**config.mk**
```make
export PLATFORM = sky130hd
export DESIGN_NAME = hex_text_to_byte_parser_flat
export DESIGN_NICKNAME = d
export VERILOG_FILES = /design/src/rtl/hexp_pkg.sv /design/src/rtl/hexp_if.sv /design/src/rtl/hexp_char_class.sv /design/src/rtl/hexp_parse_fsm.sv /design/src/rtl/hex_text_to_byte_parser.sv /design/src/flat_wrapper.sv
export SDC_FILE = /design/constraint.sdc
export NUM_CORES = 1
export LEC_CHECK = 0
export BUFFER_PORTS_ARGS = -buffer_cell sky130_fd_sc_hd__buf_2
export CAP_MARGIN = 20
export CORE_AREA = 4 4 51 53
export DETAILED_ROUTE_END_ITERATION = 16
export DIE_AREA = 0 0 55 57
export PLACE_DENSITY = 0.73
export SKIP_LAST_GASP = 1
export SYNTH_ARGS = -nofsm -noshare
export SYNTH_HDL_FRONTEND = slang
export SYNTH_SLANG_ARGS = --single-unit
```
**constraint.sdc**
```tcl
create_clock -name clk -period 1.55 [get_ports clk]
set_input_delay 0.465 -clock clk [delete_from_list [all_inputs] [get_ports clk]]
set_output_delay 0.465 -clock clk [all_outputs]
set_load 0.05 [all_outputs]
```
**src/rtl/hexp_pkg.sv**
```systemverilog
package hexp_pkg;

    // Characters with a meaning of their own in the listing.
    localparam logic [7:0] CH_COMMA  = 8'h2C;
    localparam logic [7:0] CH_SPACE  = 8'h20;
    localparam logic [7:0] CH_CR     = 8'h0D;
    localparam logic [7:0] CH_LF     = 8'h0A;
    localparam logic [7:0] CH_LBRACE = 8'h7B;
    localparam logic [7:0] CH_RBRACE = 8'h7D;
    localparam logic [7:0] CH_ZERO   = 8'h30;
    localparam logic [7:0] CH_NINE   = 8'h39;
    localparam logic [7:0] CH_UC_A   = 8'h41;
    localparam logic [7:0] CH_UC_F   = 8'h46;
    localparam logic [7:0] CH_LC_A   = 8'h61;
    localparam logic [7:0] CH_LC_F   = 8'h66;
    localparam logic [7:0] CH_UC_X   = 8'h58;
    localparam logic [7:0] CH_LC_X   = 8'h78;
    localparam logic [3:0] DIGIT_TEN = 4'hA;

    typedef enum logic [1:0] {
        PH_IDLE,
        PH_ZERO,
        PH_HIGH,
        PH_FAIL
    } phase_t;

    // Classification of one character.
    typedef struct packed {
        logic       is_sep;
        logic       is_zero;
        logic       is_x;
        logic       is_hex;
        logic [3:0] digit;
    } char_class_t;

    // One result as it leaves the parser.
    typedef struct packed {
        logic [7:0] out_byte;
        logic       byte_valid;
        logic       status;
        logic       done_res;
    } parse_result_t;

endpackage

```
**src/rtl/hexp_if.sv**
```systemverilog
interface hexp_in_if;
    logic       valid;
    logic       ready;
    logic [7:0] text_char;
    logic       last_char;

    modport source (output valid, output text_char, output last_char, input ready);
    modport sink   (input valid, input text_char, input last_char, output ready);
endinterface

interface hexp_out_if;
    logic       valid;
    logic       ready;
    logic [7:0] out_byte;
    logic       byte_valid;
    logic       status;
    logic       done_res;

    modport source (output valid, output out_byte, output byte_valid, output status,
                    output done_res, input ready);
    modport sink   (input valid, input out_byte, input byte_valid, input status,
                    input done_res, output ready);
endinterface

```
**src/rtl/hexp_char_class.sv**
```systemverilog
module hexp_char_class (
    input  logic [7:0]                text_char,
    output hexp_pkg::char_class_t     char_class
);
    import hexp_pkg::*;

    logic is_dec;
    logic is_uc;
    logic is_lc;

    assign is_dec = (text_char >= CH_ZERO) && (text_char <= CH_NINE);
    assign is_uc  = (text_char >= CH_UC_A) && (text_char <= CH_UC_F);
    assign is_lc  = (text_char >= CH_LC_A) && (text_char <= CH_LC_F);

    always_comb
    begin
        char_class.is_sep  = (text_char == CH_COMMA) || (text_char == CH_SPACE) ||
                             (text_char == CH_CR) || (text_char == CH_LF) ||
                             (text_char == CH_LBRACE) || (text_char == CH_RBRACE);
        char_class.is_zero = (text_char == CH_ZERO);
        char_class.is_x    = (text_char == CH_LC_X) || (text_char == CH_UC_X);
        char_class.is_hex  = is_dec || is_uc || is_lc;
        if (is_dec)
        begin
            char_class.digit = text_char[3:0];
        end
        else if (is_uc)
        begin
            char_class.digit = 4'(text_char - CH_UC_A) + DIGIT_TEN;
        end
        else if (is_lc)
        begin
            char_class.digit = 4'(text_char - CH_LC_A) + DIGIT_TEN;
        end
        else
        begin
            char_class.digit = 4'h0;
        end
    end

endmodule

```
**src/rtl/hexp_parse_fsm.sv**
```systemverilog
module hexp_parse_fsm (
    input  logic                      clk,
    input  logic                      rst_n,
    input  logic                      accept,
    input  hexp_pkg::char_class_t     char_class,
    input  logic                      last_char,
    output hexp_pkg::parse_result_t   result
);
    import hexp_pkg::*;

    phase_t     phase_reg;
    phase_t     phase_next;
    phase_t     phase_step;
    phase_t     phase_end;
    logic [3:0] high_nibble_reg;
    logic [3:0] high_nibble_next;
    logic [3:0] nibble_step;

    // Next state: one step of the token grammar, then the end-of-file rules.
    always_comb
    begin
        phase_step  = phase_reg;
        nibble_step = high_nibble_reg;
        unique case (phase_reg)
            PH_IDLE:
            begin
                if (char_class.is_sep)
                begin
                    phase_step = PH_IDLE;
                end
                else if (char_class.is_zero)
                begin
                    phase_step  = PH_ZERO;
                    nibble_step = 4'h0;
                end
                else if (char_class.is_hex)
                begin
                    phase_step  = PH_HIGH;
                    nibble_step = char_class.digit;
                end
                else
                begin
                    phase_step = PH_FAIL;
                end
            end
            PH_ZERO:
            begin
                if (char_class.is_x || char_class.is_hex)
                begin
                    phase_step = PH_IDLE;
                end
                else
                begin
                    phase_step = PH_FAIL;
                end
            end
            PH_HIGH:
            begin
                phase_step = char_class.is_hex ? PH_IDLE : PH_FAIL;
            end
            PH_FAIL:
            begin
                phase_step = PH_FAIL;
            end
            default:
            begin
                phase_step = PH_FAIL;
            end
        endcase

        // A file that stops inside a token is malformed.
        if (last_char && ((phase_step == PH_ZERO) || (phase_step == PH_HIGH)))
        begin
            phase_end = PH_FAIL;
        end
        else
        begin
            phase_end = phase_step;
        end

        if (last_char)
        begin
            phase_next       = PH_IDLE;
            high_nibble_next = 4'h0;
        end
        else
        begin
            phase_next       = phase_end;
            high_nibble_next = nibble_step;
        end
    end

    // Outputs: a byte completes on the second digit of a pair.
    always_comb
    begin
        result.out_byte   = 8'h00;
        result.byte_valid = 1'b0;
        unique case (phase_reg)
            PH_ZERO:
            begin
                if (!char_class.is_x && char_class.is_hex)
                begin
                    result.out_byte   = {4'h0, char_class.digit};
                    result.byte_valid = 1'b1;
                end
            end
            PH_HIGH:
            begin
                if (char_class.is_hex)
                begin
                    result.out_byte   = {high_nibble_reg, char_class.digit};
                    result.byte_valid = 1'b1;
                end
            end
            PH_IDLE, PH_FAIL:
            begin
                result.byte_valid = 1'b0;
            end
            default:
            begin
                result.byte_valid = 1'b0;
            end
        endcase
        result.status   = (phase_end == PH_FAIL);
        result.done_res = last_char;
    end

    always_ff @(posedge clk or negedge rst_n)
    begin
        if (!rst_n)
        begin
            phase_reg       <= PH_IDLE;
            high_nibble_reg <= 4'h0;
        end
        else if (accept)
        begin
            phase_reg       <= phase_next;
            high_nibble_reg <= high_nibble_next;
        end
    end

endmodule

```
**src/rtl/hex_text_to_byte_parser.sv**
```systemverilog
// The block reads a C-array style hex listing one character per request on
// in_ch (text_char, with last_char marking the final character of a file)
// and returns exactly one result per character on out_ch: out_byte with
// byte_valid set when the character completes a pair of hex digits, status
// set once a format error has been seen in the current file, and done_res
// echoing last_char. Separators, braces and "0x" prefixes yield a result
// with byte_valid low.
//
// The result is registered: a character accepted at a clock edge has its
// result on out_ch in the cycle after. Throughput is one character per
// cycle while out_ch is not stalled; the character decode and parser state
// update sit between the parser state register and the output register.
//
// The output register is a single stage, and in_ch stays ready whenever it
// is empty or being emptied in the same cycle, so a stalled receiver holds
// the pending result and back-pressures the sender without losing anything.
// Reset clears the parser to idle between tokens with no error and empties
// the output register. After the last character of a file the parser
// returns to that same state, ready for the next file.
module hex_text_to_byte_parser (
    input  logic        clk,
    input  logic        rst_n,
    hexp_in_if.sink     in_ch,
    hexp_out_if.source  out_ch
);
    import hexp_pkg::*;

    char_class_t   char_class;
    parse_result_t result;
    parse_result_t result_reg;
    logic          out_valid_reg;
    logic          out_valid_next;
    logic          accept;

    // The output stage can take a new result when empty or draining now.
    assign in_ch.ready = !out_valid_reg || out_ch.ready;
    assign accept      = in_ch.valid && in_ch.ready;

    hexp_char_class u_char_class (
        .text_char  (in_ch.text_char),
        .char_class (char_class)
    );

    hexp_parse_fsm u_parse_fsm (
        .clk        (clk),
        .rst_n      (rst_n),
        .accept     (accept),
        .char_class (char_class),
        .last_char  (in_ch.last_char),
        .result     (result)
    );

    always_comb
    begin
        if (accept)
        begin
            out_valid_next = 1'b1;
        end
        else if (out_ch.ready)
        begin
            out_valid_next = 1'b0;
        end
        else
        begin
            out_valid_next = out_valid_reg;
        end
    end

    always_ff @(posedge clk or negedge rst_n)
    begin
        if (!rst_n)
        begin
            out_valid_reg <= 1'b0;
        end
        else
        begin
            out_valid_reg <= out_valid_next;
        end
    end

    // The payload needs no reset; it is only looked at while valid is high.
    always_ff @(posedge clk)
    begin
        if (accept)
        begin
            result_reg <= result;
        end
    end

    assign out_ch.valid      = out_valid_reg;
    assign out_ch.out_byte   = result_reg.out_byte;
    assign out_ch.byte_valid = result_reg.byte_valid;
    assign out_ch.status     = result_reg.status;
    assign out_ch.done_res   = result_reg.done_res;

endmodule

```
**src/flat_wrapper.sv**
```systemverilog
// flat-port wrapper written by rule: the top's interface ports become plain ports
module hex_text_to_byte_parser_flat import hexp_pkg::*;
  (clk, rst_n, in_ch_valid, in_ch_text_char, in_ch_last_char, in_ch_ready, out_ch_valid, out_ch_out_byte, out_ch_byte_valid, out_ch_status, out_ch_done_res, out_ch_ready);
  hexp_in_if in_ch_i ();
  hexp_out_if out_ch_i ();
  input  logic clk;
  input  logic rst_n;
  input wire logic [$bits(in_ch_i.valid)-1:0] in_ch_valid;
  input wire logic [$bits(in_ch_i.text_char)-1:0] in_ch_text_char;
  input wire logic [$bits(in_ch_i.last_char)-1:0] in_ch_last_char;
  output wire logic [$bits(in_ch_i.ready)-1:0] in_ch_ready;
  output wire logic [$bits(out_ch_i.valid)-1:0] out_ch_valid;
  output wire logic [$bits(out_ch_i.out_byte)-1:0] out_ch_out_byte;
  output wire logic [$bits(out_ch_i.byte_valid)-1:0] out_ch_byte_valid;
  output wire logic [$bits(out_ch_i.status)-1:0] out_ch_status;
  output wire logic [$bits(out_ch_i.done_res)-1:0] out_ch_done_res;
  input wire logic [$bits(out_ch_i.ready)-1:0] out_ch_ready;
  assign in_ch_i.valid = in_ch_valid;
  assign in_ch_i.text_char = in_ch_text_char;
  assign in_ch_i.last_char = in_ch_last_char;
  assign in_ch_ready = in_ch_i.ready;
  assign out_ch_valid = out_ch_i.valid;
  assign out_ch_out_byte = out_ch_i.out_byte;
  assign out_ch_byte_valid = out_ch_i.byte_valid;
  assign out_ch_status = out_ch_i.status;
  assign out_ch_done_res = out_ch_i.done_res;
  assign out_ch_i.ready = out_ch_ready;
  hex_text_to_byte_parser u_core (.clk(clk), .rst_n(rst_n), .in_ch(in_ch_i), .out_ch(out_ch_i));
endmodule
```
==> run summary, run 1 <==
========================================================================================
Result of the run ......................................................... complete, but fails checks
Violations in the final reports ........................................... negative setup slack
Tightest slew margin relative to the limit ................................        77.2%
Register bit count reported by yosys ......................................           18
Initial Util ..............................................................        50.8%
I/O Pins ..................................................................           26
Final Hold Viols ..........................................................            0
Count of unresolved DRC violations after routing ..........................            0
Global-route wire length before repair ....................................      4800 µm
Cell repeated most along the worst path ................................... sky130_fd_sc_hd__a22o_1
Combined buffer and inverter count along the critical path ................            1
Endpoint required time on the critical path ...............................      1.73 ns
Die Outline Area ..........................................................  0.00314 mm²
CTS max path bufs .........................................................            2
Portion of the clock cycle consumed by the worst path in the final layout .         125%
Fin Clk Skew ..............................................................   0.00244 ns
Post-synth net total ......................................................          124
Top cell type by total area after synthesis ............................... sky130_fd_sc_hd__edfxtp_1
Setup violations, final ...................................................           16
Number of routed nets with antenna violations .............................            0
Number of vias in the routed layout .......................................         1093
Share of flip-flops with an asynchronous set or reset .....................        38.9%
Wirelength, routed ........................................................      3160 µm
Critical Path Slowest Stage Cell .......................................... sky130_fd_sc_hd__or4b_4
Net count reported at finish ..............................................          186
Pin slew with the least headroom to its limit .............................     0.339 ns
Count of flip-flops with a built-in enable after synthesis ................           11
Worst setup path class .................................................... input port to flop
Final-layout setup total negative slack ...................................     -4.06 ns
Top fanout value on the critical path .....................................            5
Power Density .............................................................   929 mW/mm²
RSZ-0062 raised after global routing ......................................          yes
Leading cell types by total area after synthesis .......................... sky130_fd_sc_hd__edfxtp_1 30%, sky130_fd_sc_hd__dfrtp_1 16%, sky130_fd_sc_hd__ha_1 9.2%, sky130_fd_sc_hd__a32o_1 3.7%, sky130_fd_sc_hd__nand2_1 3.4%
Via density ...............................................................         5.69
Tot Pwr ...................................................................      1.60 mW
Placed wire-length estimate ...............................................      2000 µm
Worst min-delay path category ............................................. input port to flop
Critical Path Start Type ..................................................   input port
TritonCTS buffer count ....................................................            3
Pin count of the biggest net entering global routing ......................           11
Number of antenna cells inserted ..........................................            0
Ranking of synthesized cells by instance count ............................ 11 x sky130_fd_sc_hd__edfxtp_1, 10 x sky130_fd_sc_hd__nand2_1, 8 x sky130_fd_sc_hd__ha_1, 7 x sky130_fd_sc_hd__dfrtp_1, 6 x sky130_fd_sc_hd__inv_1
Initial antenna violation count ...........................................            0
Data arrival time of the critical path ....................................      2.11 ns
Final Max Slew Viols ......................................................            0
Min setup slack post-route ................................................    -0.383 ns
Synth unique cells ........................................................           37
Gpl congestion ............................................................        0.871
Level count of the clock H-tree ...........................................            1
Number of DRC markers in iteration 0 ......................................           55
Die span in x .............................................................        55 µm
Global route overflow .....................................................            0
CP peak stage delay .......................................................      0.54 ns
Min Clock Period, post-route ..............................................      1.93 ns
Max Cap Viol ..............................................................            0
Synthesized instance count ................................................          103
Largest register FFs ......................................................            8
Later-pin clock latency in the skew report ................................      0.28 ns
Rows ......................................................................           17
Number of global-route vias before repair .................................         1062
Clock transition at path regs .............................................      0.10 ns
Summed instance area of the synthesized netlist ...........................  0.00109 mm²
Overall Global Routing Usage ..............................................        21.2%
Most instantiated library cell after synthesis ............................ sky130_fd_sc_hd__edfxtp_1
Family with the most delay on the worst path .............................. simple AND/OR/NAND/NOR gates
Sequential area share after synthesis .....................................        46.3%
Per-cell routed wire length ...............................................      16.5 µm
Yosys synthesis warning count .............................................            0
CTS sink count ............................................................           18
Area overhead of the layout relative to synthesis .........................        57.6%
PortBufs ..................................................................           25
Mean cell area of the mapped netlist ......................................     10.6 µm²
Fraction of final layout cells sized beyond drive strength 1 ..............        54.3%
DR pass1 iterations .......................................................            4
Leakage power total .......................................................     0.760 nW
# fillers .................................................................          129
CORE AREA .................................................................  0.00215 mm²
Clock tree from TritonCTS .................................................          yes
Portion of synthesized cell area occupied by the leading cell type ........        30.3%
Sequence of cells on the critical path .................................... buf_6 > or4b_4 > or3_4 > a21o_1 > a22o_1 > a22o_1
Timing-limited maximum frequency ..........................................    0.517 GHz
Worst voltage drop across the vdd grid ....................................     0.773 mV
Clock Tree Root ........................................................... sky130_fd_sc_hd__clkbuf_4
Setup crit end kind .......................................................         flop
Primary FF master, synth .................................................. sky130_fd_sc_hd__edfxtp_1
Height of the die .........................................................        57 µm
========================================================================================
==> timing repair <==
item | CTS | global route
buffers inserted | 5 | 2
pin swaps | 8 | 7
resized for setup | 30 | 13
endpoints found under the setup margin | 16 | 16
hold endpoints to repair | 7 | 0
hold buffers | 1 | 0
gates cloned | 0 | 0
==> cells by family after synthesis <==
logic type	count (synthesis)	synth area share, %
compound gates	25	17.0
xor+xnor	1	0.803
fa+ha+maj	8	9.17
buf+inv	9	3.90
flops	18	46.3
mux	2	1.83
simple gates	40	21.0
==> worst reg2reg max path, stage by stage (launching register included) <==
cell,delay (ns)
sky130_fd_sc_hd__dfrtp_1,0.44
sky130_fd_sc_hd__inv_1,0.09
sky130_fd_sc_hd__buf_4,0.14
sky130_fd_sc_hd__ha_1,0.25
sky130_fd_sc_hd__nor2_1,0.12
sky130_fd_sc_hd__a21oi_1,0.10
sky130_fd_sc_hd__a22o_1,0.24
sky130_fd_sc_hd__a22o_1,0.20
==> worst paths after layout <==
| check | to | slack [ns] | cells past startpoint | startpoint |
|---|---|---|---|---|
| min in group asynchronous | u_core.u_parse_fsm.phase_reg[0] | 0.53 | 2 | rst_n |
| max in group asynchronous | u_core.u_parse_fsm.phase_reg[1] | 0.86 | 2 | rst_n |
| max reg2reg | u_core.u_parse_fsm.phase_reg[0] | -0.14 | 7 | u_core.u_parse_fsm.phase_reg[0] |
| max | u_core.u_parse_fsm.phase_reg[0] | -0.38 | 6 | in_ch_text_char[3] |
| min reg2reg | u_core.u_parse_fsm.high_nibble_reg[0] | 0.54 | 1 | u_core.u_parse_fsm.high_nibble_reg[0] |
| min | u_core.out_ch.valid | 0.39 | 2 | in_ch_valid |
==> stage by stage <==
| step | setup slack (ns) | area, µm² | std cells | hold slack, ns | util (%) |
|---|---|---|---|---|---|
| final | -0.383 | 1720 | 192 | 0.387 | 80.0 |
| after CTS | -0.299 | 1640 | 190 | 0.389 | 76.3 |
| after floorplan | -0.656 | 1100 | 103 | 0.169 | - |
| after global placement | -0.643 | 1440 | 180 | 0.303 | 67.1 |
| after global routing | -0.389 | 1720 | 192 | 0.389 | 80.0 |
| after detailed placement | -0.684 | 1440 | 180 | 0.308 | 67.1 |
==> where the power goes <==
group          switching (mW)  internal [mW]  leakage [nW]
combinational           0.432          0.338         0.545
sequential             0.0295          0.565         0.200
clock                   0.133         0.0999        0.0150
total                   0.594           1.00         0.760
==> cell usage in the layout, fill, tap and decap left out, types with 4 or more instances in the layout <==
cell	synthesis	final
sky130_fd_sc_hd__nor2b_1	5	4
sky130_fd_sc_hd__nand2_1	10	8
sky130_fd_sc_hd__a32o_1	4	4
sky130_fd_sc_hd__buf_4	0	30
sky130_fd_sc_hd__dfrtp_1	7	7
sky130_fd_sc_hd__buf_6	1	6
sky130_fd_sc_hd__edfxtp_1	11	11
sky130_fd_sc_hd__ha_1	8	6
sky130_fd_sc_hd__and2_1	4	4
sky130_fd_sc_hd__inv_1	6	4
sky130_fd_sc_hd__nand2b_1	5	4
sky130_fd_sc_hd__buf_2	1	23
==> per-layer routing <==
| metal | global-route usage, % | wire length, µm |
|---|---|---|
| met3 | 4.44 | 217 |
| met1 | 27.5 | 1210 |
| met2 | 34.8 | 1650 |
| met4 | 6.60 | 78 |
| met5 | 0 | 0 |
==> cell type report <==
| cell class | count | area [µm²] | area share, % |
|---|---|---|---|
| multi-input combinational | 76 | 712 | 41.4 |
| timing repair buffer | 60 | 418 | 24.3 |
| clock buffer | 4 | 26.3 | 1.53 |
| inverter | 6 | 22.5 | 1.31 |
| sequential | 18 | 505 | 29.4 |
| tap | 28 | 35.0 | 2.04 |
No activity file was read; power rests on OpenSTA's default activity.
==> inputs of run 2 (changes only) <==
- CORE_AREA: 4 4 51 53 -> 4 4 52 54
- DIE_AREA: 0 0 55 57 -> 0 0 56 58
- SYNTH_HIERARCHICAL: unset -> 1
==> run 2 against run 1 <==
  * The run still ends with negative setup slack left
  * Final cell count fell by 1.6%
  * Worst hold slack lost 0.0016 ns
  * Critical path depth is 2 higher
  * Core utilization down 6.9 points
  * Critical path type unchanged
  * Critical endpoint is now u_core/u_parse_fsm/high_nibble_reg[0]
==> run summary, run 2 <==
========================================================================================
Global route overflow .....................................................            0
Family with the most delay on the worst path .............................. simple AND/OR/NAND/NOR gates
Summed instance area of the synthesized netlist ...........................  0.00114 mm²
Die Outline Area ..........................................................  0.00325 mm²
Top cell type by total area after synthesis ............................... sky130_fd_sc_hd__edfxtp_1
Overall Global Routing Usage ..............................................        16.7%
Register bit count reported by yosys ......................................           18
CORE AREA .................................................................  0.00221 mm²
Clock tree from TritonCTS .................................................          yes
Count of unresolved DRC violations after routing ..........................            0
Final standard cell utilization of the core ...............................        73.1%
Portion of the clock cycle consumed by the worst path in the final layout .         121%
Later-pin clock latency in the skew report ................................      0.29 ns
Tot Pwr ...................................................................      1.28 mW
Global-route wire length before repair ....................................      4140 µm
Number of vias in the routed layout .......................................         1009
Relative contribution of combinational cells to total power ...............        33.9%
Ranking of synthesized cells by instance count ............................ 11 x sky130_fd_sc_hd__edfxtp_1, 10 x sky130_fd_sc_hd__nand2_1, 9 x sky130_fd_sc_hd__inv_1, 8 x sky130_fd_sc_hd__and2_1, 8 x sky130_fd_sc_hd__ha_1
Leading cell types by total area after synthesis .......................... sky130_fd_sc_hd__edfxtp_1 29%, sky130_fd_sc_hd__dfrtp_1 15%, sky130_fd_sc_hd__ha_1 8.7%, sky130_fd_sc_hd__and2_1 4.4%, sky130_fd_sc_hd__mux2i_1 3.5%
Commonest cells after routing, fill and taps aside ........................ 24 x sky130_fd_sc_hd__buf_4, 20 x sky130_fd_sc_hd__buf_2, 11 x sky130_fd_sc_hd__edfxtp_1
Multi-input gate area in the final layout .................................      661 µm²
Placement-stage cell area .................................................  0.00145 mm²
Internal power summed over all cells ......................................     0.874 mW
Min setup slack post-route ................................................    -0.324 ns
Largest register FFs ......................................................            8
Level count of the clock H-tree ...........................................            1
Total net switching power .................................................     0.408 mW
Share of flip-flops with an asynchronous set or reset .....................        38.9%
PortBufs ..................................................................           25
Placed wire-length estimate ...............................................      1830 µm
Worst setup timing slack at the placement stage ...........................    -0.704 ns
Worst min-delay path category ............................................. input port to flop
Number of DRC markers in iteration 0 ......................................           16
Gpl congestion ............................................................        0.858
Setup violations, final ...................................................           16
Sequence of cells on the critical path .................................... buf_6 > or4b_4 > a311oi_2 > or2_4 > nor2_4 > nor3b_2 > o21ai_2 > mux2i_1
DR pass1 iterations .......................................................            4
Power Density .............................................................   793 mW/mm²
Share of total power in sequential cells ..................................        44.3%
Sequential area share after synthesis .....................................        44.2%
TritonCTS buffer count ....................................................            3
Final-layout setup total negative slack ...................................     -3.92 ns
Final Max Slew Viols ......................................................            0
Setup crit end kind .......................................................         flop
Fraction of final layout cells sized beyond drive strength 1 ..............        47.2%
Initial Util ..............................................................        51.8%
Net count reported at finish ..............................................          183
Initial antenna violation count ...........................................            0
Pin count of the biggest net entering global routing ......................           17
Number of antenna cells inserted ..........................................            0
Mean cell area of the mapped netlist ......................................     10.5 µm²
Area overhead of the layout relative to synthesis .........................        41.2%
Sw Share ..................................................................        31.8%
CTS sink count ............................................................           18
I/O Pins ..................................................................           26
Rows ......................................................................           17
Via density ...............................................................         5.34
Most common cell after layout, fill and taps aside ........................ sky130_fd_sc_hd__buf_4
Leakage power total .......................................................     0.759 nW
Most instantiated library cell after synthesis ............................ sky130_fd_sc_hd__edfxtp_1
Timing-limited maximum frequency ..........................................    0.534 GHz
Combined buffer and inverter count along the critical path ................            1
# fillers .................................................................          173
Top fanout value on the critical path .....................................            5
CP peak stage delay .......................................................      0.54 ns
Reg2reg setup slack .......................................................      0.01 ns
Max Cap Viol ..............................................................            0
Critical Path Slowest Stage Cell .......................................... sky130_fd_sc_hd__or4b_4
Tightest slew margin relative to the limit ................................        78.9%
Count of flip-flops with a built-in enable after synthesis ................           11
Pin slew with the least headroom to its limit .............................     0.314 ns
Final cell area excluding filler cells ....................................  0.00162 mm²
Wirelength, routed ........................................................      2490 µm
Yosys synthesis warning count .............................................            6
Fin Clk Skew ..............................................................   0.00461 ns
CTS max path bufs .........................................................            2
Portion of synthesized cell area occupied by the leading cell type ........        28.9%
Post-synth net total ......................................................          130
Worst setup path class .................................................... input port to flop
Endpoint required time on the critical path ...............................      1.72 ns
Min Clock Period, post-route ..............................................      1.87 ns
Per-cell routed wire length ...............................................      13.2 µm
Height of the die .........................................................        58 µm
Clock transition at path regs .............................................      0.10 ns
Number of routed nets with antenna violations .............................            0
Primary FF master, synth .................................................. sky130_fd_sc_hd__edfxtp_1
RSZ-0062 raised after global routing ......................................          yes
Violations in the final reports ........................................... negative setup slack
Number of global-route vias before repair .................................          939
Die span in x .............................................................        56 µm
Final Hold Viols ..........................................................            0
Worst voltage drop across the vdd grid ....................................     0.502 mV
Part of the power in the clock network ....................................        21.8%
Data arrival time of the critical path ....................................      2.04 ns
Critical Path Start Type ..................................................   input port
Register Area .............................................................      505 µm²
Synth unique cells ........................................................           44
Clock Tree Root ........................................................... sky130_fd_sc_hd__clkbuf_4
Synthesized instance count ................................................          109
Result of the run ......................................................... complete, but fails checks
========================================================================================
## run 2: changes by cell type in the layout (fill, tap and decap cells not counted), moves of 3 or more
cell	delta
sky130_fd_sc_hd__buf_4	-6
sky130_fd_sc_hd__a32o_1	-4
sky130_fd_sc_hd__and2_1	+3
sky130_fd_sc_hd__buf_2	-3
sky130_fd_sc_hd__inv_1	+3
sky130_fd_sc_hd__nor2b_1	-3
sky130_fd_sc_hd__nor3_1	+3
sky130_fd_sc_hd__o21ai_1	+3
## run 2: layer usage
metal,share of wire [%],routed length [µm],track usage [%]
met1,39,971,16.9
met2,54,1340,32.1
met3,5.5,136,3.34
met4,1.7,42,9.15
met5,0,0,0
## run 2: final cells by class
| class | count | share of cell area [%] |
|---|---|---|
| inverters | 9 | 2.24 |
| clock buffers | 4 | 2.24 |
| flip-flops and latches | 18 | 31.3 |
| multi-input cells | 80 | 40.9 |
| repair buffers | 50 | 21.2 |
| well taps | 28 | 2.17 |
## run 2: per-stage QoR
stage / cells / hold WS [ns]
6_report: 189 / 0.385
5_1_grt: 189 / 0.384
3_5_place_dp: 180 / 0.312
2_1_floorplan: 109 / 0.169
4_1_cts: 188 / 0.375
3_3_place_gp: 180 / 0.308
## run 2: power groups by stage
stage | clock, mW | combinational, mW | sequential, mW
after global placement | 0 | 0.357 | 0.578
final | 0.279 | 0.435 | 0.568
after CTS | 0.289 | 0.395 | 0.568
after global routing | 0.311 | 0.467 | 0.572
after detailed placement | 0 | 0.363 | 0.579
after floorplan | 0 | 0.177 | 0.644
## run 2: worst paths after layout
check / start / to / cells after the start
worst min register to register: u_core/u_parse_fsm/high_nibble_reg[2] / u_core/u_parse_fsm/high_nibble_reg[2] / 2
max in group asynchronous: rst_n / u_core/u_parse_fsm/phase_reg[0] / 2
worst min-delay path: in_ch_valid / u_core/out_ch.valid / 2
min in group asynchronous: rst_n / u_core/u_parse_fsm/high_nibble_reg[0] / 2
worst max register to register: u_core/u_parse_fsm/phase_reg[1] / u_core/out_ch.out_byte[0] / 5
worst max-delay path: in_ch_text_char[4] / u_core/u_parse_fsm/high_nibble_reg[0] / 8
## run 2: logic make-up (layout without fill, tap and decap cells)
logic type,count (synthesis),count (layout),synth area share (%)
mux,4,4,3.50
compound gates,23,23,15.4
simple gates,45,45,24.3
flops,18,18,44.2
buf+inv,11,63,3.93
fa+ha+maj,8,8,8.74
## run 2: what timing repair did
item | in CTS | in global routing
pin swaps | 12 | 7
hold buffers | 1 | 0
hold endpoints to repair | 7 | 0
resized for setup | 19 | 6
setup endpoints to repair | 16 | 17
buffers inserted | 3 | 1
==> inputs of run 3 (changes only) <==
- CELL_PAD_IN_SITES_DETAIL_PLACEMENT: unset -> 1
- CELL_PAD_IN_SITES_GLOBAL_PLACEMENT: unset -> 1
- CORE_AREA: 4 4 52 54 -> 2 2 57 59
- DIE_AREA: 0 0 56 58 -> 0 0 59 61
- PLACE_DENSITY: 0.73 -> 0.72
==> run 3 against run 2 <==
  * The run still ends with negative setup slack left
  * Core utilization shrank 18 points
  * Die area grew 11%
  * Clock skew shrank 0.0043 ns
  * Clock-buffer cell count shrank 1
  * Flip-flop and latch count is the same
  * Cell area grew 0.39%
  * Via count grew 1.2%
  * Worst hold slack lost 0.0024 ns
  * Fmax shrank 1.3%
  * Register-to-register slack is essentially flat
  * Critical path type unchanged
  * Critical endpoint is now u_core/u_parse_fsm/high_nibble_reg[2]
==> run summary, run 3 (synthesis results as in run 2) <==
========================================================================================
Result of the run ......................................................... complete, but fails checks
Violations in the final reports ........................................... negative setup slack
Pin slew with the least headroom to its limit .............................     0.434 ns
Worst reg-to-reg path cell count ..........................................            5
Die Outline Area ..........................................................  0.00360 mm²
Rows ......................................................................           20
Worst R2R Start ........................................................... u_core/u_parse_fsm/phase_reg[1]
Height of the die .........................................................        61 µm
Wirelength, routed ........................................................      2880 µm
Min setup slack post-route ................................................    -0.349 ns
Timing-limited maximum frequency ..........................................    0.527 GHz
DR pass1 iterations .......................................................            2
PortBufs ..................................................................           25
Worst Hold Depth ..........................................................            2
Power Density .............................................................   760 mW/mm²
Data arrival time of the critical path ....................................      2.11 ns
Sequence of cells on the critical path .................................... buf_6 > or4b_4 > a311oi_2 > or2_4 > nor2_4 > nor3b_2 > o21ai_2 > mux2i_1
Initial Util ..............................................................        38.8%
Leakage power total .......................................................     0.748 nW
Clock transition at path regs .............................................      0.10 ns
End point of the worst hold path .......................................... u_core/out_ch.valid
Level count of the clock H-tree ...........................................            1
Die span in x .............................................................        59 µm
Min Clock Period, post-route ..............................................      1.90 ns
Number of vias in the routed layout .......................................         1021
Global-route wire length before repair ....................................      4800 µm
Via density ...............................................................         5.29
RSZ-0062 raised after global routing ......................................          yes
Number of routed nets with antenna violations .............................            0
Placed wire-length estimate ...............................................      2280 µm
CTS max path bufs .........................................................            2
Count of unresolved DRC violations after routing ..........................            0
Worst setup timing slack at the placement stage ...........................    -0.775 ns
Critical Path Slowest Stage Cell .......................................... sky130_fd_sc_hd__or4b_4
Initial antenna violation count ...........................................            0
Final Hold Viols ..........................................................            0
Most common cell after layout, fill and taps aside ........................ sky130_fd_sc_hd__buf_4
Fin Clk Skew ..............................................................  0.000274 ns
Largest register FFs ......................................................            8
Worst min-delay path category ............................................. input port to flop
Per-cell routed wire length ...............................................      14.9 µm
Number of global-route vias before repair .................................         1132
Fraction of final layout cells sized beyond drive strength 1 ..............        48.8%
Worst setup path class .................................................... input port to flop
Tightest slew margin relative to the limit ................................        70.7%
CTS sink count ............................................................           18
Gpl congestion ............................................................        0.778
CORE AREA .................................................................  0.00295 mm²
Critical Path Start Type ..................................................   input port
Number of DRC markers in iteration 0 ......................................           10
Setup violations, final ...................................................           16
# fillers .................................................................          340
Top fanout value on the critical path .....................................            4
Max Cap Viol ..............................................................            0
Clock Tree Root ........................................................... sky130_fd_sc_hd__clkbuf_4
I/O Pins ..................................................................           26
Later-pin clock latency in the skew report ................................      0.29 ns
Overall Global Routing Usage ..............................................        17.8%
Net count reported at finish ..............................................          182
Worst voltage drop across the vdd grid ....................................     0.240 mV
Portion of the clock cycle consumed by the worst path in the final layout .         123%
Pin count of the biggest net entering global routing ......................           17
Final-layout setup total negative slack ...................................     -4.75 ns
Family with the most delay on the worst path .............................. simple AND/OR/NAND/NOR gates
Reg2reg setup slack .......................................................      0.01 ns
Number of antenna cells inserted ..........................................            0
TritonCTS buffer count ....................................................            3
Global route overflow .....................................................            0
Endpoint required time on the critical path ...............................      1.76 ns
Commonest cells after routing, fill and taps aside ........................ 23 x sky130_fd_sc_hd__buf_4, 21 x sky130_fd_sc_hd__buf_2, 11 x sky130_fd_sc_hd__edfxtp_1
Critical hold path startpoint .............................................  in_ch_valid
CP peak stage delay .......................................................      0.55 ns
Final cell area excluding filler cells ....................................  0.00162 mm²
Clock tree from TritonCTS .................................................          yes
Area overhead of the layout relative to synthesis .........................        41.7%
Setup crit end kind .......................................................         flop
Final Max Slew Viols ......................................................            0
Placement-stage cell area .................................................  0.00145 mm²
Critical R2R Capture ...................................................... u_core/out_ch.out_byte[2]
Combined buffer and inverter count along the critical path ................            1
========================================================================================
==> run 3: cell types whose count changed in the layout (fill, tap and decap cells not counted), sizes merged <==
| cell | previous run | this run |
|---|---|---|
| buf | 48 | 47 |
| clkbuf | 5 | 4 |
| clkinv | 0 | 1 |
==> run 3: worst max path at each step <==
stage                                   from                                    end  slack, ns  depth (start not counted)
after detailed placement  in_ch_text_char[0]  u_core/u_parse_fsm/high_nibble_reg[2]      -0.77                         11
after CTS                 in_ch_text_char[4]  u_core/u_parse_fsm/high_nibble_reg[2]      -0.35                          8
final                     in_ch_text_char[4]  u_core/u_parse_fsm/high_nibble_reg[2]      -0.35                          8
after global placement    in_ch_text_char[4]  u_core/u_parse_fsm/high_nibble_reg[3]      -0.63                          8
after floorplan           in_ch_text_char[4]  u_core/u_parse_fsm/high_nibble_reg[0]      -0.48                          7
after global routing      in_ch_text_char[4]  u_core/u_parse_fsm/high_nibble_reg[2]      -0.39                          8
==> run 3: power by group <==
group          internal, mW  leakage, nW  total, mW  switching, mW
Combinational         0.176        0.533      0.432          0.256
Sequential            0.550        0.200      0.570         0.0203
Clock                0.0936       0.0154      0.231          0.137
Total                 0.819        0.748       1.23          0.413
==> run 3: routing by layer <==
| layer | share of wire [%] | vias up | global-route usage [%] | routed length [µm] |
|---|---|---|---|---|
| li1 | - | 489 | - | - |
| met1 | 37 | 504 | 16.7 | 1050 |
| met2 | 59 | 24 | 38.3 | 1700 |
| met3 | 3.1 | 4 | 1.92 | 89 |
| met4 | 1.2 | 0 | 7.14 | 34 |
| met5 | 0 | - | 0 | 0 |
==> run 3: cell type report <==
type / instances / area, µm² / share of cell area [%]
timing repair buffer: 49 / 329 / 20.3
clock buffer: 3 / 22.5 / 1.39
tap: 33 / 41.3 / 2.54
clock inverter: 1 / 3.75 / 0.231
sequential: 18 / 505 / 31.1
multi-input combinational: 80 / 684 / 42.2
inverter: 9 / 36.3 / 2.24
==> run 3: per-stage QoR <==
stage               total power [mW]  utilization [%]  instances  hold slack, ns
finish                          1.23             55.0        193           0.383
CTS                             1.23             53.7        192           0.380
detailed placement             0.957             48.9        184           0.312
global route                    1.30             55.0        193           0.378
global placement               0.937             48.9        184           0.305
floorplan                      0.821                -        109           0.169
==> run 3: timing repair <==
item                                   in CTS  in global routing
pin swaps                                  11                  4
endpoints found under the hold margin       7                  0
setup buffers                               4                  1
gates resized for setup                    20                  8
hold buffers                                1                  0
setup endpoints to repair                  16                 17
